--- config.mk ---
export PLATFORM = sky130hd
export DESIGN_NAME = ber_tlv_header_parser_core
export DESIGN_NICKNAME = d
export VERILOG_FILES = /design/src/btlv_pkg.sv /design/src/btlv_step.sv /design/src/ber_tlv_header_parser_core.sv
export SDC_FILE = /design/constraint.sdc
export NUM_CORES = 1
export LEC_CHECK = 0
export BUFFER_PORTS_ARGS = -buffer_cell sky130_fd_sc_hd__buf_2
export CAP_MARGIN = 20
export CELL_PAD_IN_SITES_DETAIL_PLACEMENT = 0
export CELL_PAD_IN_SITES_GLOBAL_PLACEMENT = 1
export CORE_MARGIN = 2
export CORE_UTILIZATION = 46
export CTS_CLUSTER_DIAMETER = 40
export DETAILED_ROUTE_END_ITERATION = 16
export PLACE_DENSITY = 0.8
export SLEW_MARGIN = 20
export SYNTH_ARGS = -nofsm -noshare
export SYNTH_HDL_FRONTEND = slang
export SYNTH_SLANG_ARGS = --single-unit
--- constraint.sdc ---
create_clock -name clk -period 10.8 [get_ports clk]
set_input_delay 2.16 -clock clk [delete_from_list [all_inputs] [get_ports clk]]
set_output_delay 2.16 -clock clk [all_outputs]
set_load 0.01 [all_outputs]
--- src/btlv_pkg.sv ---
// Package for the BER TLV header parser: phase and status codes,
// parser state, input item and result types. No dependencies.
package btlv_pkg;

  localparam int unsigned LEN_OCTETS_MAX = 8;
  localparam logic [30:0] TAG_LIMIT      = 31'h7FFF_FFFF >> 7;

  typedef enum logic [2:0] {
    PH_IDLE = 3'd0,
    PH_TAG  = 3'd1,
    PH_LEN1 = 3'd2,
    PH_LENN = 3'd3
  } btlv_phase_t;

  typedef enum logic [1:0] {
    ST_OK       = 2'd0,
    ST_TOO_LONG = 2'd1,
    ST_ERROR    = 2'd2
  } btlv_status_t;

  typedef struct packed {
    btlv_phase_t phase;
    logic [30:0] bytes_left;
    logic [30:0] avail_total;
    logic [30:0] tag_accum;
    logic        constructed_flag;
    logic [1:0]  class_bits;
    logic [6:0]  length_octets_left;
    logic [6:0]  significant_octets;
    logic [63:0] length_accum;
    logic [30:0] header_count;
  } btlv_state_t;

  typedef struct packed {
    logic [7:0]  data_byte;
    logic        start_req;
    logic [30:0] avail_bytes;
  } btlv_item_t;

  typedef struct packed {
    btlv_status_t status;
    logic         constructed;
    logic         indefinite;
    logic [1:0]   tag_class;
    logic [30:0]  tag_number;
    logic [62:0]  content_length;
    logic [30:0]  header_bytes;
  } btlv_result_t;

endpackage

--- src/btlv_step.sv ---
// Combinational decode of one header byte: next parser state and result.
// Depends on btlv_pkg.
module btlv_step (
  input  btlv_pkg::btlv_state_t  state_i,
  input  btlv_pkg::btlv_item_t   item_i,
  output btlv_pkg::btlv_state_t  state_o,
  output logic                   res_valid_o,
  output btlv_pkg::btlv_result_t res_o
);

  always_comb begin
    btlv_pkg::btlv_state_t nx;
    logic        fail_v;
    logic        fin_v;
    logic        indef_v;
    logic [63:0] len_v;
    logic [30:0] bl_dec;
    logic [30:0] hc_inc;
    logic [30:0] tag_n;
    logic [63:0] acc_n;
    logic [6:0]  lol_n;
    logic [30:0] rem_v;
    logic [7:0]  b;

    nx      = state_i;
    fail_v  = 1'b0;
    fin_v   = 1'b0;
    indef_v = 1'b0;
    len_v   = '0;
    b       = item_i.data_byte;
    bl_dec  = (state_i.bytes_left != '0) ? state_i.bytes_left - 31'd1 : state_i.bytes_left;
    hc_inc  = state_i.header_count + 31'd1;
    tag_n   = {state_i.tag_accum[23:0], b[6:0]};
    acc_n   = state_i.length_accum;
    lol_n   = state_i.length_octets_left;

    if (item_i.start_req) begin
      nx             = '0;
      nx.phase       = btlv_pkg::PH_IDLE;
      nx.avail_total = item_i.avail_bytes;
      nx.bytes_left  = item_i.avail_bytes;
      if (item_i.avail_bytes == '0) begin
        fail_v = 1'b1;
      end else begin
        nx.class_bits       = b[7:6];
        nx.constructed_flag = b[5];
        nx.bytes_left       = item_i.avail_bytes - 31'd1;
        nx.header_count     = 31'd1;
        if (item_i.avail_bytes == 31'd1) begin
          fail_v = 1'b1;
        end else if (b[4:0] == 5'h1F) begin
          nx.tag_accum = '0;
          nx.phase     = btlv_pkg::PH_TAG;
        end else begin
          nx.tag_accum = {26'd0, b[4:0]};
          nx.phase     = btlv_pkg::PH_LEN1;
        end
      end
    end else begin
      case (state_i.phase)
        btlv_pkg::PH_TAG: begin
          nx.tag_accum    = tag_n;
          nx.bytes_left   = bl_dec;
          nx.header_count = hc_inc;
          if (bl_dec == '0) begin
            fail_v = 1'b1;
          end else if (b[7]) begin
            if (tag_n > btlv_pkg::TAG_LIMIT) fail_v = 1'b1;
          end else begin
            nx.phase = btlv_pkg::PH_LEN1;
          end
        end
        btlv_pkg::PH_LEN1: begin
          nx.bytes_left   = bl_dec;
          nx.header_count = hc_inc;
          if (b == 8'h80) begin
            fin_v   = 1'b1;
            indef_v = 1'b1;
          end else if (!b[7]) begin
            nx.length_accum = {57'd0, b[6:0]};
            len_v           = {57'd0, b[6:0]};
            fin_v           = 1'b1;
          end else if (bl_dec < {24'd0, b[6:0]}) begin
            fail_v = 1'b1;
          end else begin
            nx.length_octets_left = b[6:0];
            nx.significant_octets = '0;
            nx.length_accum       = '0;
            nx.phase              = btlv_pkg::PH_LENN;
          end
        end
        btlv_pkg::PH_LENN: begin
          nx.bytes_left   = bl_dec;
          nx.header_count = hc_inc;
          if (state_i.significant_octets != '0 || b != 8'h00) begin
            if (state_i.significant_octets == '0 &&
                state_i.length_octets_left > 7'(btlv_pkg::LEN_OCTETS_MAX)) begin
              fail_v = 1'b1;
            end else begin
              nx.significant_octets = state_i.significant_octets + 7'd1;
              acc_n                 = {state_i.length_accum[55:0], b};
              nx.length_accum       = acc_n;
            end
          end
          if (!fail_v) begin
            if (lol_n != '0) lol_n = lol_n - 7'd1;
            nx.length_octets_left = lol_n;
            if (lol_n == '0) begin
              if (acc_n[63]) begin
                fail_v = 1'b1;
              end else begin
                fin_v = 1'b1;
                len_v = acc_n;
              end
            end
          end
        end
        default: begin
        end
      endcase
    end

    if (fin_v && indef_v && !nx.constructed_flag) begin
      fin_v  = 1'b0;
      fail_v = 1'b1;
    end

    rem_v = (nx.header_count <= nx.avail_total) ? nx.avail_total - nx.header_count : '0;

    res_o = '0;
    res_o.status = btlv_pkg::ST_ERROR;
    if (fin_v) begin
      res_o.status         = (len_v > {33'd0, rem_v}) ? btlv_pkg::ST_TOO_LONG
                                                      : btlv_pkg::ST_OK;
      res_o.constructed    = nx.constructed_flag;
      res_o.indefinite     = indef_v;
      res_o.tag_class      = nx.class_bits;
      res_o.tag_number     = nx.tag_accum;
      res_o.content_length = len_v[62:0];
      res_o.header_bytes   = nx.header_count;
    end
    if (fail_v || fin_v) nx.phase = btlv_pkg::PH_IDLE;

    res_valid_o = fail_v | fin_v;
    state_o     = nx;
  end

endmodule

--- src/ber_tlv_header_parser_core.sv ---
// Top level of the BER TLV header parser: input register, parser state,
// result register and stream handshakes. Depends on btlv_pkg, btlv_step.
//
//  channel | dir | payload                                   | handshake
//  in_     | in  | tdata: data_byte, avail_bytes; tuser: start | tvalid/tready
//  out_    | out | tdata: status .. header_bytes              | tvalid/tready
//
// One byte per cycle sustained while no result stalls; a byte is decoded
// from the input register and its result (if any) is shown registered.
// The throughput is set by the single decode step between the input and
// result registers. Reset clears the handshake registers and the parser
// state to idle. A stalled result holds back decoding; input is still taken
// into the input register while it is empty.
module ber_tlv_header_parser_core (
  input  logic         clk,
  input  logic         rst_n,
  input  logic         in_tvalid,
  output logic         in_tready,
  input  logic [39:0]  in_tdata,   // data_byte[7:0], avail_bytes[38:8], zero pad
  input  logic         in_tuser,   // start_req
  output logic         out_tvalid,
  input  logic         out_tready,
  output logic [135:0] out_tdata   // status, constructed, indefinite, tag_class,
                                   // tag_number, content_length, header_bytes, pad
);

  logic                   in_valid_r;
  btlv_pkg::btlv_item_t   item_r;
  btlv_pkg::btlv_state_t  state_r;
  btlv_pkg::btlv_state_t  state_nxt;
  logic                   out_valid_r;
  btlv_pkg::btlv_result_t res_r;
  btlv_pkg::btlv_result_t res_nxt;
  logic                   res_valid;
  logic                   proc;

  assign proc      = in_valid_r && (!out_valid_r || out_tready);
  assign in_tready = !in_valid_r || proc;

  btlv_step u_step (
    .state_i     (state_r),
    .item_i      (item_r),
    .state_o     (state_nxt),
    .res_valid_o (res_valid),
    .res_o       (res_nxt)
  );

  always_ff @(posedge clk) begin
    if (!rst_n) begin
      in_valid_r  <= 1'b0;
      out_valid_r <= 1'b0;
      state_r     <= '0;
    end else begin
      if (in_tready) in_valid_r <= in_tvalid;
      if (proc) state_r <= state_nxt;
      if (proc && res_valid) begin
        out_valid_r <= 1'b1;
      end else if (out_tready) begin
        out_valid_r <= 1'b0;
      end
    end
  end

  always_ff @(posedge clk) begin
    if (in_tvalid && in_tready) begin
      item_r.data_byte   <= in_tdata[7:0];
      item_r.avail_bytes <= in_tdata[38:8];
      item_r.start_req   <= in_tuser;
    end
    if (proc && res_valid) res_r <= res_nxt;
  end

  assign out_tvalid = out_valid_r;
  assign out_tdata  = {5'd0, res_r.header_bytes, res_r.content_length, res_r.tag_number,
                       res_r.tag_class, res_r.indefinite, res_r.constructed, res_r.status};

`ifndef NO_ASSERTIONS
  a_ready_only_on_stall: assert property (@(posedge clk) disable iff (!rst_n)
    !in_tready |-> (in_valid_r && out_valid_r && !out_tready))
    else $error("input stalled without a blocked result");

  a_idle_after_result: assert property (@(posedge clk) disable iff (!rst_n)
    (proc && res_valid) |=> (state_r.phase == btlv_pkg::PH_IDLE && out_tvalid))
    else $error("parser not idle after a result");

  a_drain: assert property (@(posedge clk) disable iff (!rst_n)
    (out_valid_r && out_tready && !(proc && res_valid)) |=> !out_tvalid)
    else $error("result repeated after transaction");
`endif

endmodule
==> flow_summary.ini, run 1 <==
[run]
drv_cap = 0

[routing]
viasPerCell = 5.73
routed_wl_um = 60700
drt_iter0_markers = 1637
final_antenna_net_count = 0
drt-pass1-iter-count = 6
drcViolationCount = 0
routed-via-count = 18300
wl_per_cell_um = 19.0

[synth]
yosys.area.top_type_share = 0.239
post_synth_instance_area_mm2 = 0.0214
synth_edf_count = 171
synth_most_common_cell = nand2_1
synthDistinctLibCells = 87
async_flop_share = 0
synthFlopType = dfxtp_1
synth_cells = 2418
yosys_register_bits = 380
syn_area_per_cell_um2 = 8.87
yosysWarnings = 0
synth.area.top_cells = edfxtp_1 24%, dfxtp_1 20%, nand2_1 7.9%, ha_1 4.4%, a21oi_1 4.3%
yosys-top-cells-count = 449 x nand2_1, 209 x dfxtp_1, 185 x a21oi_1
seq_area_frac_synth = 0.435
yosysTopAreaCell = edfxtp_1

[power_and_ir_drop]
power.density_mw_per_mm2 = 164
power.internal_mw = 2.92
share_seq_of_total_power = 0.383
swShare = 0.282
irDropWorstVdd_v = 0.000143
p_leak_nw = 8.44
p_clk_frac = 0.490
switchingPower_mw = 1.15
p_comb_frac = 0.127

[die]
coreArea_mm2 = 0.0463
dieWidth_um = 220
initial_core_util = 0.464
io_pins = 183
num_rows = 79
dieArea_mm2 = 0.0484
dieHeight_um = 220

[layout]
fin_cells = 3189
diodes = 0
drive_gt1_frac = 0.177
fin_nets = 2653
syn_to_final_growth_pct = 15.6

[sta]
setup_viol = 0
worstMarginPinSlew_ns = 1.12
rsz0062_at_grt = false
fmax_mhz = 116
maxSlewHeadroom = 0.255
setup_tns_ns = 0
drv_slew = 0
fin_skew_ns = 0.0265
finalWorstSetupSlack_ns = 2.21
fin_crit_sh = 0.796
period_needed_ns = 8.59
hold_viol_final = 0

[worst_setup_path]
worstPathRequired_ns = 11.15
endpoint_kind = flop
critPathKind = reg -> reg
crit_slowest_cell = a2111oi_0
worst_path_most_repeated_cell = o21ai_0
path_buf_inv = 3
crit_path_max_fanout = 22
slowest_delay_ns = 0.72
critical-path-top-delay-family = compound AO/OA/AOI/OAI gates
worst_setup_path_start_kind = flop
cp_data_arrival_time_ns = 8.95

[placed_design]
dpl.hpwl_um = 42100
dp.cells = 3075
numPortBuffers = 176
gp_congestion = 0.895
dp_slack_ns = 2.31

[clock_network]
clkLatencyLatePin_ns = 0.62
cts_resized = 0
cts_hold_buf = 0
clock_sinks = 380
root_buffer = clkbuf_16
post-cts-setup-buffers = 0
clk_pin_slew_ns = 0.06
htree_levels = 2
cts_buffers = 60
clk_path_buf_depth = 3
cts_tree = done

[global_route]
antenna_found_initial = 0
grt_first_pass_wirelength_um = 94700
grt_usage = 0.248
grt_pass1_vias = 17100
grt_max_degree = 124
grt-ovfl-total = 0

[hold_path]
hold_path_class = reg -> reg

[run_status]
status = completed
[worst min-delay path, stage by stage (launching register included)]
cell and delay [ns]:
dfxtp_1 0.31, nand2_1 0.04, a21boi_0 0.06
[flip-flops by register name (all words and copies together) (netlist names)]
register / flops
in_valid_r: 1
item_r: 40
out_tdata: 131
out_tvalid: 1
state_r: 207
[placed cells by master (no fill, tap or decap), types with 29 or more instances in the layout]
cell type  count
o21ai_0      100
mux2_2        31
a21boi_0      45
nor3_1        46
xor2_1        29
a21boi_2      60
inv_1         46
clkbuf_16     61
ha_1          76
and2_1        38
xnor2_1       49
buf_2        175
dfxtp_1      209
edfxtp_1     171
a21oi_1      183
a22oi_1       47
nor2b_1       52
nor2_1       162
nand2_1      449
nand3_1      104
[power groups by stage]
stage / clock [mW] / sequential [mW] / combinational (mW)
after floorplan: 0 / 1.58 / 0.381
after global placement: 0 / 1.59 / 0.499
after detailed placement: 0 / 1.59 / 0.509
after CTS: 2.02 / 1.56 / 0.511
after global routing: 2.09 / 1.56 / 0.571
final: 2.00 / 1.56 / 0.515
[layout make-up]
type	count	area, um^2
fill	4216	21500
multi-input combinational	1840	11300
clock inverter	49	562
sequential	380	9320
tap	607	759
inverter	47	176
clock buffer	64	1560
timing repair buffer	202	1120
[metrics by stage]
| step | util | hold slack, ns | area (um^2) | total power, mW |
|---|---|---|---|---|
| finish | 0.536 | 0.462 | 24800 | 4.07 |
| global route | 0.536 | 0.485 | 24800 | 4.22 |
| CTS | 0.535 | 0.465 | 24800 | 4.09 |
| detailed placement | 0.489 | 0.458 | 22600 | 2.10 |
| global placement | 0.489 | 0.448 | 22600 | 2.09 |
| floorplan | - | 0.441 | 21500 | 1.96 |
[per-layer routing]
metal,vias to the layer above,track usage,part of all wire
met2,608,0.399,0.46
li1,8906,-,-
met1,8673,0.347,0.46
met4,0,0.0723,0.025
met3,100,0.0340,0.059
met5,-,0,0
[worst paths after layout]
check / slack, ns / start / endpoint / cells past startpoint
worst max-delay path: 2.21 / item_r[8]$_DFFE_PP_ / out_tdata[0]$_SDFFCE_PN0P_ / 28
worst min-delay path: 0.46 / state_r[152]$_SDFFE_PN0P_ / state_r[152]$_SDFFE_PN0P_ / 2
worst max register to register: 2.21 / item_r[8]$_DFFE_PP_ / out_tdata[0]$_SDFFCE_PN0P_ / 28
worst min register to register: 0.46 / state_r[152]$_SDFFE_PN0P_ / state_r[152]$_SDFFE_PN0P_ / 2
[cell families after synthesis]
kind of cell               after synthesis  share of synthesized area
adders and majority gates               77                     0.0453
AOI/OAI and AO/OA                      604                      0.195
other                                    1                   0.000175
xor gates and xnor gates                78                     0.0319
buffers and inverters                  202                     0.0429
and+or+nand+nor                       1026                      0.225
muxes                                   50                     0.0251
DFF                                    380                      0.435
No activity file was read; power rests on OpenSTA's default activity.
==> run 2, diff against run 1 <==
CORE_UTILIZATION = 42   (was 46)
PLACE_DENSITY = 0.77   (was 0.8)
clock period = 7.6 ns   (was 10.8 ns; I/O delays follow)
==> flow_summary.ini, run 2 (synthesis gave the netlist of run 1 again) <==
[layout]
top_register = state_r
syn_to_final_growth_pct = 16.2
drive_gt1_frac = 0.180
multi_input_area_mm2 = 0.0113
final_common_cell = nand2_1
seqCellArea_mm2 = 0.00932
diodes = 0
fin_area_mm2 = 0.0249
fin_nets = 2663
nFillCells = 4822
largest_register_ffs = 207
layout_common_cells = 449 x nand2_1, 209 x dfxtp_1, 183 x a21oi_1

[die]
dieWidth_um = 230
coreArea_mm2 = 0.0503
dieArea_mm2 = 0.0529
num_rows = 82
initial_core_util = 0.427
dieHeight_um = 230
io_pins = 183

[placed_design]
dpl.hpwl_um = 44300
gp_congestion = 0.909
numPortBuffers = 176
placed_area_mm2 = 0.0228

[worst_setup_path]
worst_path_most_repeated_cell = ha_1
worstPathRequired_ns = 7.93
cp_data_arrival_time_ns = 7.35
crit_path_max_fanout = 24
path_buf_inv = 1
critPathKind = reg -> reg
r2r-start = state_r[0]$_SDFFE_PN0P_
crit_start = state_r[0]$_SDFFE_PN0P_
critical-path-top-delay-family = simple AND/OR/NAND/NOR gates
slowest_delay_ns = 0.57
endpoint_kind = flop
worst_setup_path_start_kind = flop
crit_slowest_cell = or3_1

[routing]
viasPerCell = 5.63
wl_per_cell_um = 19.3
drcViolationCount = 0
drt-pass1-iter-count = 5
drt_iter0_markers = 1726
routed_wl_um = 62900
final_antenna_net_count = 0
routed-via-count = 18400

[hold_path]
min_from = state_r[88]$_SDFFE_PN0P_
hold_path_class = reg -> reg

[clock_network]
cts_tree = done
clk_pin_slew_ns = 0.06
clock_sinks = 380
clk_path_buf_depth = 3
clkLatencyLatePin_ns = 0.62
root_buffer = clkbuf_16
cts_buffers = 59
cts_hold_buf = 0
htree_levels = 2

[sta]
worstMarginPinSlew_ns = 0.987
drv_slew = 0
period_needed_ns = 7.02
maxSlewHeadroom = 0.342
fin_skew_ns = 0.0213
setup_tns_ns = 0
rsz0062_at_grt = false
hold_viol_final = 0
fin_crit_sh = 0.924
fmax_mhz = 142
setup_viol = 0

[power_and_ir_drop]
p_leak_nw = 8.48
irDropWorstVdd_v = 0.000259
power.density_mw_per_mm2 = 230

[global_route]
grt_max_degree = 123
antenna_found_initial = 1
grt-ovfl-total = 0
grt_usage = 0.231
grt_first_pass_wirelength_um = 97800
grt_pass1_vias = 17000

[run]
drv_cap = 0

[run_status]
status = completed
[run 2: cell types whose count changed in the layout (fill, tap and decap cells not counted), moves of 2 or more]
cell | before | now
a2111oi_1 | 0 | 2
clkinvlp_4 | 7 | 5
buf_4 | 24 | 34
inv_8 | 7 | 11
a2111oi_0 | 4 | 2
inv_6 | 15 | 10
clkbuf_1 | 1 | 5
clkbuf_8 | 2 | 0
[run 2: through the flow]
| stage | hold slack [ns] | worst slack (ns) | utilization | cells | total power [mW] |
|---|---|---|---|---|---|
| floorplan | 0.441 | 0.343 | - | 2422 | 2.78 |
| global placement | 0.445 | 0.454 | 0.454 | 3150 | 2.98 |
| detailed placement | 0.449 | 0.350 | 0.454 | 3150 | 2.99 |
| CTS | 0.457 | 0.287 | 0.495 | 3262 | 5.78 |
| global route | 0.477 | 0.00552 | 0.496 | 3264 | 5.95 |
| finish | 0.457 | 0.578 | 0.496 | 3264 | 5.74 |
[run 2: layout make-up]
type                    instances  share of cell area
repair buffers                213              0.0483
clock buffers                  66              0.0620
clock inverters                46              0.0207
well taps                     672              0.0337
multi-input cells            1840               0.454
flip-flops and latches        380               0.374
inverters                      47             0.00708
[run 2: worst register-to-register path, cell delays in order (launching register included)]
cell,delay [ns]
dfxtp_1,0.41
ha_1,0.20
o2111ai_1,0.33
or3_1,0.57
or2_2,0.42
nor2_1,0.23
xnor2_1,0.08
or2_2,0.32
ha_1,0.38
and3_1,0.24
nand2_1,0.05
or4_1,0.41
o41ai_1,0.37
a311oi_1,0.15
nor2_2,0.23
buf_12,0.19
nand2_1,0.08
ha_1,0.30
a21o_1,0.19
a21o_1,0.17
a21oi_1,0.16
nor2b_1,0.06
o211ai_1,0.17
a41o_1,0.20
o311ai_0,0.23
a2111oi_1,0.49
a21oi_1,0.12
[run 2: where the power goes]
part	switching (mW)	internal, mW	leakage, nW
clock network	1.12	1.66	1.00
registers	0.0502	2.17	3.11
logic	0.467	0.279	4.37
[run 2: worst paths after layout]
kind | cells past startpoint | slack (ns) | endpoint
worst max-delay path | 26 | 0.58 | out_tdata[0]$_SDFFCE_PN0P_
worst min register to register | 2 | 0.46 | state_r[88]$_SDFFE_PN0P_
worst max register to register | 26 | 0.58 | out_tdata[0]$_SDFFCE_PN0P_
worst min-delay path | 2 | 0.46 | state_r[88]$_SDFFE_PN0P_
[run 2: what timing repair did]
item,CTS,global route
gates resized for setup,0,7
buffers inserted,0,1
endpoints found under the setup margin,0,1
[run 2: metal layers]
| layer | GRT usage | wire length (um) |
|---|---|---|
| met1 | 0.329 | 29300 |
| met2 | 0.367 | 28900 |
| met3 | 0.0345 | 3340 |
| met4 | 0.0625 | 1390 |
| met5 | 0 | 0 |
